### src/tksi_pkg.sv
// Shared constants, command struct and key ordering function for the sorted insert unit.
package tksi_pkg;

    localparam int DEF_CAPACITY      = 16;
    localparam int TIME_W            = 32;
    localparam int FAULT_W           = 16;
    localparam int ID_W              = 32;
    localparam int MAX_ENTRIES_W     = 5;
    localparam int RANK_W            = 5;
    localparam int FILL_W            = 5;
    localparam logic [MAX_ENTRIES_W-1:0] MAX_ENTRIES_RST = 5'd16;

    typedef struct packed {
        logic cfg_write;   // take new max_entries value
        logic load_in;     // capture the incoming request
        logic compare;     // register per-entry comparisons
        logic update;      // shift the table and load the result register
    } t_dp_cmd;

    // true when record a orders strictly before record b
    function automatic logic goes_before(
        input logic [TIME_W-1:0]  ta,
        input logic [FAULT_W-1:0] fa,
        input logic [ID_W-1:0]    ia,
        input logic [TIME_W-1:0]  tb,
        input logic [FAULT_W-1:0] fb,
        input logic [ID_W-1:0]    ib
    );
        logic res;
        if (ta != tb) begin
            res = (ta < tb);
        end else if (fa != fb) begin
            res = (fa < fb);
        end else begin
            res = (ia < ib);
        end
        return res;
    endfunction

endpackage

### src/tksi_ctrl.sv
// Controller state machine sequencing accept, compare and update for the sorted insert unit.
module tksi_ctrl (
    input  logic              i_clk,
    input  logic              i_rst_n,
    input  logic              i_in_valid,
    output logic              o_in_stall,
    output logic              o_out_valid,
    input  logic              i_out_stall,
    input  logic              i_cfg_valid,
    output logic              o_cfg_ready,
    output tksi_pkg::t_dp_cmd o_cmd
);
    import tksi_pkg::*;

    localparam logic [1:0] S_IDLE = 2'd0;
    localparam logic [1:0] S_CMP  = 2'd1;
    localparam logic [1:0] S_UPD  = 2'd2;

    logic [1:0] r_state;
    logic [1:0] n_state;
    logic       r_out_valid;
    logic       n_out_valid;
    logic       out_free;

    assign out_free    = !r_out_valid || !i_out_stall;
    assign o_in_stall  = (r_state != S_IDLE);
    assign o_out_valid = r_out_valid;
    assign o_cfg_ready = 1'b1;

    always_comb begin
        n_state       = r_state;
        n_out_valid   = r_out_valid && i_out_stall;
        o_cmd         = '0;
        o_cmd.cfg_write = i_cfg_valid;
        unique case (r_state)
            S_IDLE: begin
                if (i_in_valid) begin
                    o_cmd.load_in = 1'b1;
                    n_state       = S_CMP;
                end
            end
            S_CMP: begin
                o_cmd.compare = 1'b1;
                n_state       = S_UPD;
            end
            S_UPD: begin
                // hold until the result register can take the new result
                if (out_free) begin
                    o_cmd.update = 1'b1;
                    n_out_valid  = 1'b1;
                    n_state      = S_IDLE;
                end
            end
            default: begin
                n_state = S_IDLE;
            end
        endcase
    end

    always_ff @(posedge i_clk) begin
        if (!i_rst_n) begin
            r_state     <= S_IDLE;
            r_out_valid <= 1'b0;
        end else begin
            r_state     <= n_state;
            r_out_valid <= n_out_valid;
        end
    end

endmodule

### src/tksi_dp.sv
// Datapath of the sorted insert unit: table cells, comparators, shift and result register.
module tksi_dp #(
    parameter int CAPACITY = tksi_pkg::DEF_CAPACITY
) (
    input  logic                                 i_clk,
    input  logic                                 i_rst_n,
    input  tksi_pkg::t_dp_cmd                    i_cmd,
    input  logic [tksi_pkg::MAX_ENTRIES_W-1:0]   i_cfg_max_entries,
    input  logic [tksi_pkg::TIME_W-1:0]          i_time_ms,
    input  logic [tksi_pkg::FAULT_W-1:0]         i_fault_count,
    input  logic [tksi_pkg::ID_W-1:0]            i_record_id,
    output logic [tksi_pkg::RANK_W-1:0]          o_rank,
    output logic                                 o_kept,
    output logic [tksi_pkg::FILL_W-1:0]          o_fill_count
);
    import tksi_pkg::*;

    localparam int CW = $clog2(CAPACITY + 1);
    localparam int MW = (CW > MAX_ENTRIES_W) ? CW : MAX_ENTRIES_W;
    localparam int NW = MW + 1;

    logic [MAX_ENTRIES_W-1:0] r_max_entries;
    logic [CW-1:0]            r_count;

    logic [TIME_W-1:0]        r_time;
    logic [FAULT_W-1:0]       r_fault;
    logic [ID_W-1:0]          r_id;

    logic [TIME_W-1:0]        r_cell_time  [CAPACITY];
    logic [FAULT_W-1:0]       r_cell_fault [CAPACITY];
    logic [ID_W-1:0]          r_cell_id    [CAPACITY];

    logic [CAPACITY-1:0]      n_le;
    logic [CAPACITY-1:0]      r_le;
    logic [CW-1:0]            r_newcount;
    logic [CW-1:0]            n_newcount;

    logic [CAPACITY-1:0]      hot;
    logic [CW-1:0]            pos;
    logic                     kept;
    logic [NW-1:0]            rank_ext;
    logic [NW-1:0]            fill_ext;

    logic [RANK_W-1:0]        r_rank;
    logic                     r_kept;
    logic [FILL_W-1:0]        r_fill;

    // configuration and entry count
    always_ff @(posedge i_clk) begin
        if (!i_rst_n) begin
            r_max_entries <= MAX_ENTRIES_RST;
            r_count       <= '0;
        end else begin
            if (i_cmd.cfg_write) begin
                r_max_entries <= i_cfg_max_entries;
            end
            if (i_cmd.update) begin
                r_count <= r_newcount;
            end
        end
    end

    always_ff @(posedge i_clk) begin
        if (i_cmd.load_in) begin
            r_time  <= i_time_ms;
            r_fault <= i_fault_count;
            r_id    <= i_record_id;
        end
    end

    // new count: one more entry, clipped to the effective limit
    always_comb begin
        logic [NW-1:0] n_plus;
        logic [NW-1:0] limit;
        n_plus = {{(NW-CW){1'b0}}, r_count} + NW'(1);
        limit  = {{(NW-MAX_ENTRIES_W){1'b0}}, r_max_entries};
        if (limit > NW'(CAPACITY)) begin
            limit = NW'(CAPACITY);
        end
        if (n_plus > limit) begin
            n_newcount = limit[CW-1:0];
        end else begin
            n_newcount = n_plus[CW-1:0];
        end
    end

    // per-cell comparison: entry is valid and does not order after the request
    for (genvar gi = 0; gi < CAPACITY; gi++) begin : g_cmp
        assign n_le[gi] = (CW'(gi) < r_count) &&
                          !goes_before(r_time, r_fault, r_id,
                                       r_cell_time[gi], r_cell_fault[gi], r_cell_id[gi]);
    end

    always_ff @(posedge i_clk) begin
        if (i_cmd.compare) begin
            r_le       <= n_le;
            r_newcount <= n_newcount;
        end
    end

    // the comparison vector is a run of ones; the insert slot is its first zero
    for (genvar gi = 0; gi < CAPACITY; gi++) begin : g_hot
        if (gi == 0) begin : g_first
            assign hot[gi] = !r_le[gi];
        end else begin : g_rest
            assign hot[gi] = r_le[gi-1] && !r_le[gi];
        end
    end

    always_comb begin
        pos = r_le[CAPACITY-1] ? CW'(CAPACITY) : '0;
        for (int k = 0; k < CAPACITY; k++) begin
            if (hot[k]) begin
                pos = pos | CW'(k);
            end
        end
    end

    assign kept     = (pos < r_newcount);
    assign rank_ext = {{(NW-CW){1'b0}}, pos} + NW'(1);
    assign fill_ext = {{(NW-CW){1'b0}}, r_newcount};

    // table cells: write the request at its slot, shift the tail down one place
    for (genvar gi = 0; gi < CAPACITY; gi++) begin : g_cell
        always_ff @(posedge i_clk) begin
            if (i_cmd.update && (CW'(gi) < r_newcount)) begin
                if (hot[gi]) begin
                    r_cell_time[gi]  <= r_time;
                    r_cell_fault[gi] <= r_fault;
                    r_cell_id[gi]    <= r_id;
                end else if ((gi > 0) && !r_le[(gi > 0) ? gi-1 : 0]) begin
                    r_cell_time[gi]  <= r_cell_time[(gi > 0) ? gi-1 : 0];
                    r_cell_fault[gi] <= r_cell_fault[(gi > 0) ? gi-1 : 0];
                    r_cell_id[gi]    <= r_cell_id[(gi > 0) ? gi-1 : 0];
                end
            end
        end
    end

    always_ff @(posedge i_clk) begin
        if (i_cmd.update) begin
            r_rank <= kept ? rank_ext[RANK_W-1:0] : '0;
            r_kept <= kept;
            r_fill <= fill_ext[FILL_W-1:0];
        end
    end

    assign o_rank       = r_rank;
    assign o_kept       = r_kept;
    assign o_fill_count = r_fill;

endmodule

### src/top_k_sorted_insert_unit.sv
// Top level of the sorted insert unit: bounded leaderboard table kept in ascending key order.
//
// Usage: each request on the input channel (i_in_valid / o_in_stall) carries time_ms,
// fault_count and record_id. The record is inserted in order (time, then faults, then
// id, smaller first; equal keys go after the existing entry) and the table is cut to
// max_entries (clipped to CAPACITY). One result per request appears on the output
// channel (o_out_valid / i_out_stall): 1-based rank or 0, the kept flag and the fill
// count after the insert.
// Steps per request: accept, compare all cells in parallel, then shift the table and
// load the result register. A new request is taken only once the update step is
// done.
// The result register parts the two sides: a request may be accepted while the
// previous result still waits; the update step holds while i_out_stall keeps the
// result register full, and o_in_stall stays high meanwhile.
// max_entries is written over the cfg channel (always ready); write it only when idle.
// Reset (synchronous, active low) empties the table and sets max_entries to 16; no
// clearing pass is needed.
module top_k_sorted_insert_unit #(
    parameter int CAPACITY = tksi_pkg::DEF_CAPACITY
) (
    input  logic                               i_clk,
    input  logic                               i_rst_n,
    input  logic                               i_in_valid,
    output logic                               o_in_stall,
    input  logic [tksi_pkg::TIME_W-1:0]        i_time_ms,
    input  logic [tksi_pkg::FAULT_W-1:0]       i_fault_count,
    input  logic [tksi_pkg::ID_W-1:0]          i_record_id,
    output logic                               o_out_valid,
    input  logic                               i_out_stall,
    output logic [tksi_pkg::RANK_W-1:0]        o_rank,
    output logic                               o_kept,
    output logic [tksi_pkg::FILL_W-1:0]        o_fill_count,
    input  logic                               i_cfg_valid,
    output logic                               o_cfg_ready,
    input  logic [tksi_pkg::MAX_ENTRIES_W-1:0] i_cfg_max_entries
);
    import tksi_pkg::*;

    t_dp_cmd cmd;

    tksi_ctrl u_ctrl (
        .i_clk       (i_clk),
        .i_rst_n     (i_rst_n),
        .i_in_valid  (i_in_valid),
        .o_in_stall  (o_in_stall),
        .o_out_valid (o_out_valid),
        .i_out_stall (i_out_stall),
        .i_cfg_valid (i_cfg_valid),
        .o_cfg_ready (o_cfg_ready),
        .o_cmd       (cmd)
    );

    tksi_dp #(
        .CAPACITY (CAPACITY)
    ) u_dp (
        .i_clk             (i_clk),
        .i_rst_n           (i_rst_n),
        .i_cmd             (cmd),
        .i_cfg_max_entries (i_cfg_max_entries),
        .i_time_ms         (i_time_ms),
        .i_fault_count     (i_fault_count),
        .i_record_id       (i_record_id),
        .o_rank            (o_rank),
        .o_kept            (o_kept),
        .o_fill_count      (o_fill_count)
    );

endmodule
### config.mk
export PLATFORM = sky130hd
export DESIGN_NAME = top_k_sorted_insert_unit
export DESIGN_NICKNAME = d
export VERILOG_FILES = /design/src/tksi_pkg.sv /design/src/tksi_ctrl.sv /design/src/tksi_dp.sv /design/src/top_k_sorted_insert_unit.sv
export SDC_FILE = /design/constraint.sdc
export NUM_CORES = 2
export LEC_CHECK = 0
export BUFFER_PORTS_ARGS = -buffer_cell sky130_fd_sc_hd__buf_2
export CORE_MARGIN = 10
export CORE_UTILIZATION = 33
export CTS_BUF_LIST = sky130_fd_sc_hd__clkbuf_2
export CTS_CLUSTER_DIAMETER = 40
export DETAILED_ROUTE_END_ITERATION = 16
export PLACE_DENSITY_LB_ADDON = 0.12
export SYNTH_ARGS = -nofsm -noshare
export SYNTH_HDL_FRONTEND = slang
export SYNTH_SLANG_ARGS = --single-unit
### constraint.sdc
create_clock -name i_clk -period 10.2 [get_ports i_clk]
set_input_delay 1.02 -clock i_clk [delete_from_list [all_inputs] [get_ports i_clk]]
set_output_delay 1.02 -clock i_clk [all_outputs]
set_load 0.1 [all_outputs]
; Yosys cells after proc, flatten, opt, wreduce, memory -nomap -nowiden
; Memories as Yosys holds them, arrays and structs flattened.
; Index checks and enable logic that the tools add are counted.
[totals]
ff_bits = 125
n_memories = 3
wordCells = 478
ram_bits = 1280
output_inout_bits = 14
inputBits = 90
[memory_table]
columns = memory, words, width, rd, rd_clocked_by_memory_dff, write_ports, line
row1 = u_dp.r_cell_id, 16, 32, 16, 0, 16, tksi_dp.sv:31  ; logic [ID_W-1:0] r_cell_id [CAPACITY];
row2 = u_dp.r_cell_time, 16, 32, 16, 0, 16, tksi_dp.sv:29  ; logic [TIME_W-1:0] r_cell_time [CAPACITY];
row3 = u_dp.r_cell_fault, 16, 16, 16, 0, 16, tksi_dp.sv:30  ; logic [FAULT_W-1:0] r_cell_fault [CAPACITY];
[classes]
eq_ne = 36
mux = 212
add_sub_neg = 2
order_cmp = 83
reduce_logical = 85
n_bitwise = 45
[ops]
columns = cell, n
row1 = $lt A32 B32 Y1, 32
row2 = $mux W32, 30
row3 = $ne A32 B32 Y1, 16
row4 = $lt A16 B16 Y1, 16
row5 = $ne A16 B16 Y1, 16
row6 = $mux W16, 15
row7 = $mux W1, 147
row8 = $lt A4 B5 Y1 const A, 16
row9 = $logic_and A1 B1 Y1, 48
row10 = $or A1 B1 Y1, 45
row11 = $lt A3 B5 Y1 const A, 8
row12 = $logic_not A1 Y1, 33
row13 = $mux W4, 8
row14 = $lt A1 B5 Y1 const A, 4
row15 = $lt A2 B5 Y1 const A, 4
row16 = $mux W5, 3
row17 = $mux W3, 4
row18 = $mux W2, 4
row19 = $add A5 B1 Y6 const B, 1
row20 = $gt A6 B5 Y1, 1
row21 = $pmux W2 S3, 1
row22 = $add A5 B1 Y5 const B, 1
row23 = $gt A5 B5 Y1 const B, 1
row24 = $lt A5 B5 Y1, 1
row25 = 8 further kinds, 8

; Longest topological paths before layout
[depth]
depth_word = 18
depth_mapped = 9
depth_no_buf = 9

; Hierarchy
; Synthesis repeated with hierarchy kept, for this count alone.
[unflattened]
hier_cells = 7814
area_unflattened_um2 = 88436.1
[by_module_without_submodules]
columns = module, seq_area_each_um2, n_inst, area_per_inst_um2, cells_each
row1 = tksi_dp, 42000.3, 1, 88275.9, 7797
row2 = tksi_ctrl, 60.1, 1, 160.2, 17

; Worst setup path before layout
; Ideal clock, no wire load.
[synth_path]
kind = input-to-reg
start = in i_out_stall
end = mem u_dp.r_cell_fault[0][0], enable pin
stages = 4
setup_time_ps = 663
n_path_buf = 1
required_ps = 9537
t_arrival_ps = 7484
path_slack_ps = 2053
path_cell_list = nand2_1 nand2b_4 clkbuf_1 a311oi_1
[synth_lines]
columns = element, line
row1 = "start, declared", top_k_sorted_insert_unit.sv:29  ; input logic i_out_stall,
row2 = "end, declared", tksi_dp.sv:30

; Final worst setup path
[layout_path]
start = reg u_dp.r_id[29]
end = reg u_dp.r_le[9] (data pin)
[layout_via]
elab_chain_len = 5
[layout_lines]
columns = element, line
row1 = "start, declared", tksi_dp.sv:27  ; logic [ID_W-1:0] r_id;
row2 = "start signal, assigned", tksi_dp.sv:67  ; r_id <= i_record_id;
row3 = $lt A32 B32 Y1, tksi_pkg.sv:35  ; res = (ia < ib);
row4 = $mux W1, tksi_pkg.sv:32  ; end else if (fa != fb) begin
row5 = $mux W1, tksi_pkg.sv:30  ; if (ta != tb) begin
row6 = $logic_not A1 Y1, tksi_dp.sv:90  ; !goes_before(r_time, r_fault, r_id,
row7 = $logic_and A1 B1 Y1, tksi_dp.sv:89  ; assign n_le[gi] = (CW'(gi) < r_count) &&
row8 = net u_dp.n_le[9], tksi_dp.sv:33  ; logic [CAPACITY-1:0] n_le;
row9 = "end signal, assigned", tksi_dp.sv:96  ; r_le <= n_le;
row10 = "end, declared", tksi_dp.sv:34  ; logic [CAPACITY-1:0] r_le;
; The timed path passes the listed nets, and every way through them passes these cells.
; A chain may end at the register's enable or synchronous reset.

==> impl_results.md <==
- Wirelength per Cell: 22.0 µm
- Post-CTS setup buffer count: 0
- CTS sink cnt: 1405
- Initial antenna violation count: 29
- Area grow syn2layout: 12.6%
- Kind of critical path: flip-flop to flip-flop
- Placed inst area: about 0.095 mm²
- IO Count: between 100 and 150
- Relative slew slack: 7.18%
- Vias: 61492
- First drt pass iteration count: 6
- Worst setup EP type: flip-flop
- Cell variety after synth: 82
- Via/cell ratio: 5.04
- Worst setup SP type: flip-flop
- Chip Height: 540 µm
- # port buffers: 102
- Clock latency on the worst-skew pair: 1.84 ns
- Fin. Hold Viols: 0
- Residual DRC count: 0
- Skew final: 0.235 ns
- Post-route cell area: 0.100 mm²
- Die area: approximately 0.29 mm²
- Core area: 0.268 mm²
- Area of the multi-input gates: 0.0416 mm²
- Yosys reg bits: 1405
- CTS clock-pin slew for the worst setup and hold paths: 0.08 ns
- Main flop type after synthesis: edfxtp_1
- Cell area after synthesis: 0.0891 mm²
- Setup-failing EPs final: 0
- Leading cell types in the layout, fill and taps excluded: edfxtp_1 (1392), inv_1 (1276), ha_1 (1275)
- Syn_nets: 9051
- GRT Overall Usage: 17.9%
- Period utilisation layout: a little under half
- Layout net count: between 9000 and 10000
- WP data required: ~12 ns
- CTS tree: built
- Vias in the first global route: 64770
- First-pass GRT wire length: 403 mm
- Total routed wirelength: 268 mm
- Largest net degree at the start of global routing: between 100 and 150
- Max Cap Violations: 0
- Setup ws final: 5.57 ns
- Slew at the pin closest to its max-slew limit: approximately 1.4 ns
- Overall power: 12.7 mW
- Seq/Total Area, Yosys: a little under half
- Final ANT Viol Nets: 0
- Num CTS Buffers: about 430
- Fin. max-slew vios: 0
- Hold path cells: 3
- FF+latch area: 0.0421 mm²
- Worst hold slack: 0.397 ns
- Post-DP HPWL: 195 mm
- Dominant cell type by area after synthesis: edfxtp_1
- Maximum root-to-sink buffer count: 4
- Yosys top cell area share: 46.9%
- Number of enable flip-flop cells after synthesis: 1392
- Filler instances: 26270
- Max Freq: approximately 220 MHz
- Chip Width: ~540 µm
- Fraction of layout cells with a size suffix above 1: 23.2%
- CTS root buf: clkbuf_2
- Setup TNS: 0 ns
- Synthesized instance count: 7686
- Routability cong.: 0.842
- Starting Density: approximately a third
- CP max FO: 20
- Post-synth ARST share: 0%
- Area contributors post-synth: edfxtp_1 (47%), ha_1 (18%), mux2_2 (13%)
- Remaining Overflow, GRT: 0
- Period minus WS final: between 4 and 5 ns
- Pre-CTS setup slack: 5.23 ns
- Run status: complete, no violations
- VDD IR max: 0.0715 mV
- Worst min-delay path class: input pin to flip-flop
- WP data arrival: 6.15 ns
- DR iter-0 viols: 3467
- Commonest non-fill, non-tap cell in the layout: edfxtp_1
- Synthesized area per cell: 11.6 µm²
- Cell count of the worst reg-to-reg path: 8
- RSZ-0062 raised after global routing: no
- Power per Cell Area: roughly 130 mW/mm²
- H-Tree Depth: 5
- LEAKAGE: between 40 and 50 nW
- Site Rows: 190
- Synth Warn #: 0
where the power goes:
group          internal, mW  total (mW)  switching (mW)
Combinational         0.700        1.71            1.01
Clock                  1.68        4.36            2.68
Sequential             6.52        6.60          0.0846
worst max-delay path, stage by stage, from the launching register on:
cell and delay (ns):
edfxtp_1 0.62, buf_4 0.33, ha_1 0.34, nand4_1 0.47, nor4bb_1 0.59, nand4_1 0.58, a311oi_2 1.03, nor4_2 0.15
a211oi_1 0.28
registers in the layout, indices dropped and copies added (netlist names), 16 cells and up:
| name | flops |
|---|---|
| u_dp.r_le | 16 |
| u_dp.r_id | 32 |
| u_dp.r_fault | 16 |
| u_dp.r_cell_time | 512 |
| u_dp.r_cell_id | 512 |
| u_dp.r_cell_fault | 256 |
| u_dp.r_time | 32 |
logic make-up (layout without fill, tap and decap cells):
| logic type | Yosys count | count (layout) | synth area share, % |
|---|---|---|---|
| buffers and inverters | 1508 | 2470 | 6.54 |
| DFF | 1405 | 1405 | 47.2 |
| adders and majority gates | 1275 | 1275 | 17.9 |
| AOI/OAI and AO/OA | 1239 | 1239 | 8.43 |
| and+or+nand+nor | 1218 | 1218 | 6.82 |
| muxes | 1034 | 1034 | 13.1 |
| xor gates and xnor gates | 6 | 6 | 0.0590 |
| other | 1 | 12 | 0.00421 |
cells in the mapped netlist, drive strengths merged, types with 14 or more instances:
cell type and count:
o21a 26, a211oi 55, clkbuf 113, edfxtp 1392
and4 36, ha 1275, a21o 134, nor3 64
nand4 214, a21boi 16, nor4 43, o31ai 21
inv 1278, nand2b 28, a21oi 430, nor3b 18
o211ai 29, a221oi 29, nor2 180, mux2 1029
a2111oi 26, o2111ai 14, o21ai 367, nand3 99
nor2b 50, buf 117, nand2 440
routing by layer:
layer / up-vias / share of wire (%) / global-route usage (%)
li1: 29748 / - / -
met1: 30056 / 46 / 23.7
met2: 1190 / 46 / 29.8
met3: 490 / 4.0 / 2.57
met4: 8 / 3.5 / 6.37
met5: - / 0.021 / 0
area by class of cell:
class	instances	area share (%)
multi-input combinational	4773	41.5
clock buffer	610	3.04
clock inverter	115	0.590
inverter	1278	4.78
antenna	11	0.0274
tap	3552	4.43
sequential	1405	41.9
timing repair buffer	467	3.72
path summary, 6_finish.rpt:
check | end | startpoint | slack, ns
setup reg to reg | u_dp.r_le[9]$_DFFE_PN_ | u_dp.r_id[29]$_DFFE_PP_ | 5.57
setup / recovery | u_dp.r_le[9]$_DFFE_PN_ | u_dp.r_id[29]$_DFFE_PP_ | 5.57
hold reg to reg | u_dp.r_cell_time[0][106]$_DFFE_PP_ | u_dp.r_cell_time[0][74]$_DFFE_PP_ | 0.45
hold / removal | u_ctrl.o_out_valid$_SDFF_PN0_ | i_rst_n | 0.40
what timing repair did:
item                      CTS  global route
hold endpoints to repair  173             0
resized for setup           0             0
hold buffers              186             0
through the flow:
stage	std cells	utilization, %
5_1_grt	12203	37.4
4_1_cts	12200	37.4
3_3_place_gp	11289	35.3
3_5_place_dp	11289	35.3
6_report	12211	37.4
2_1_floorplan	7686	-
Power figures use the tool's default switching activity.
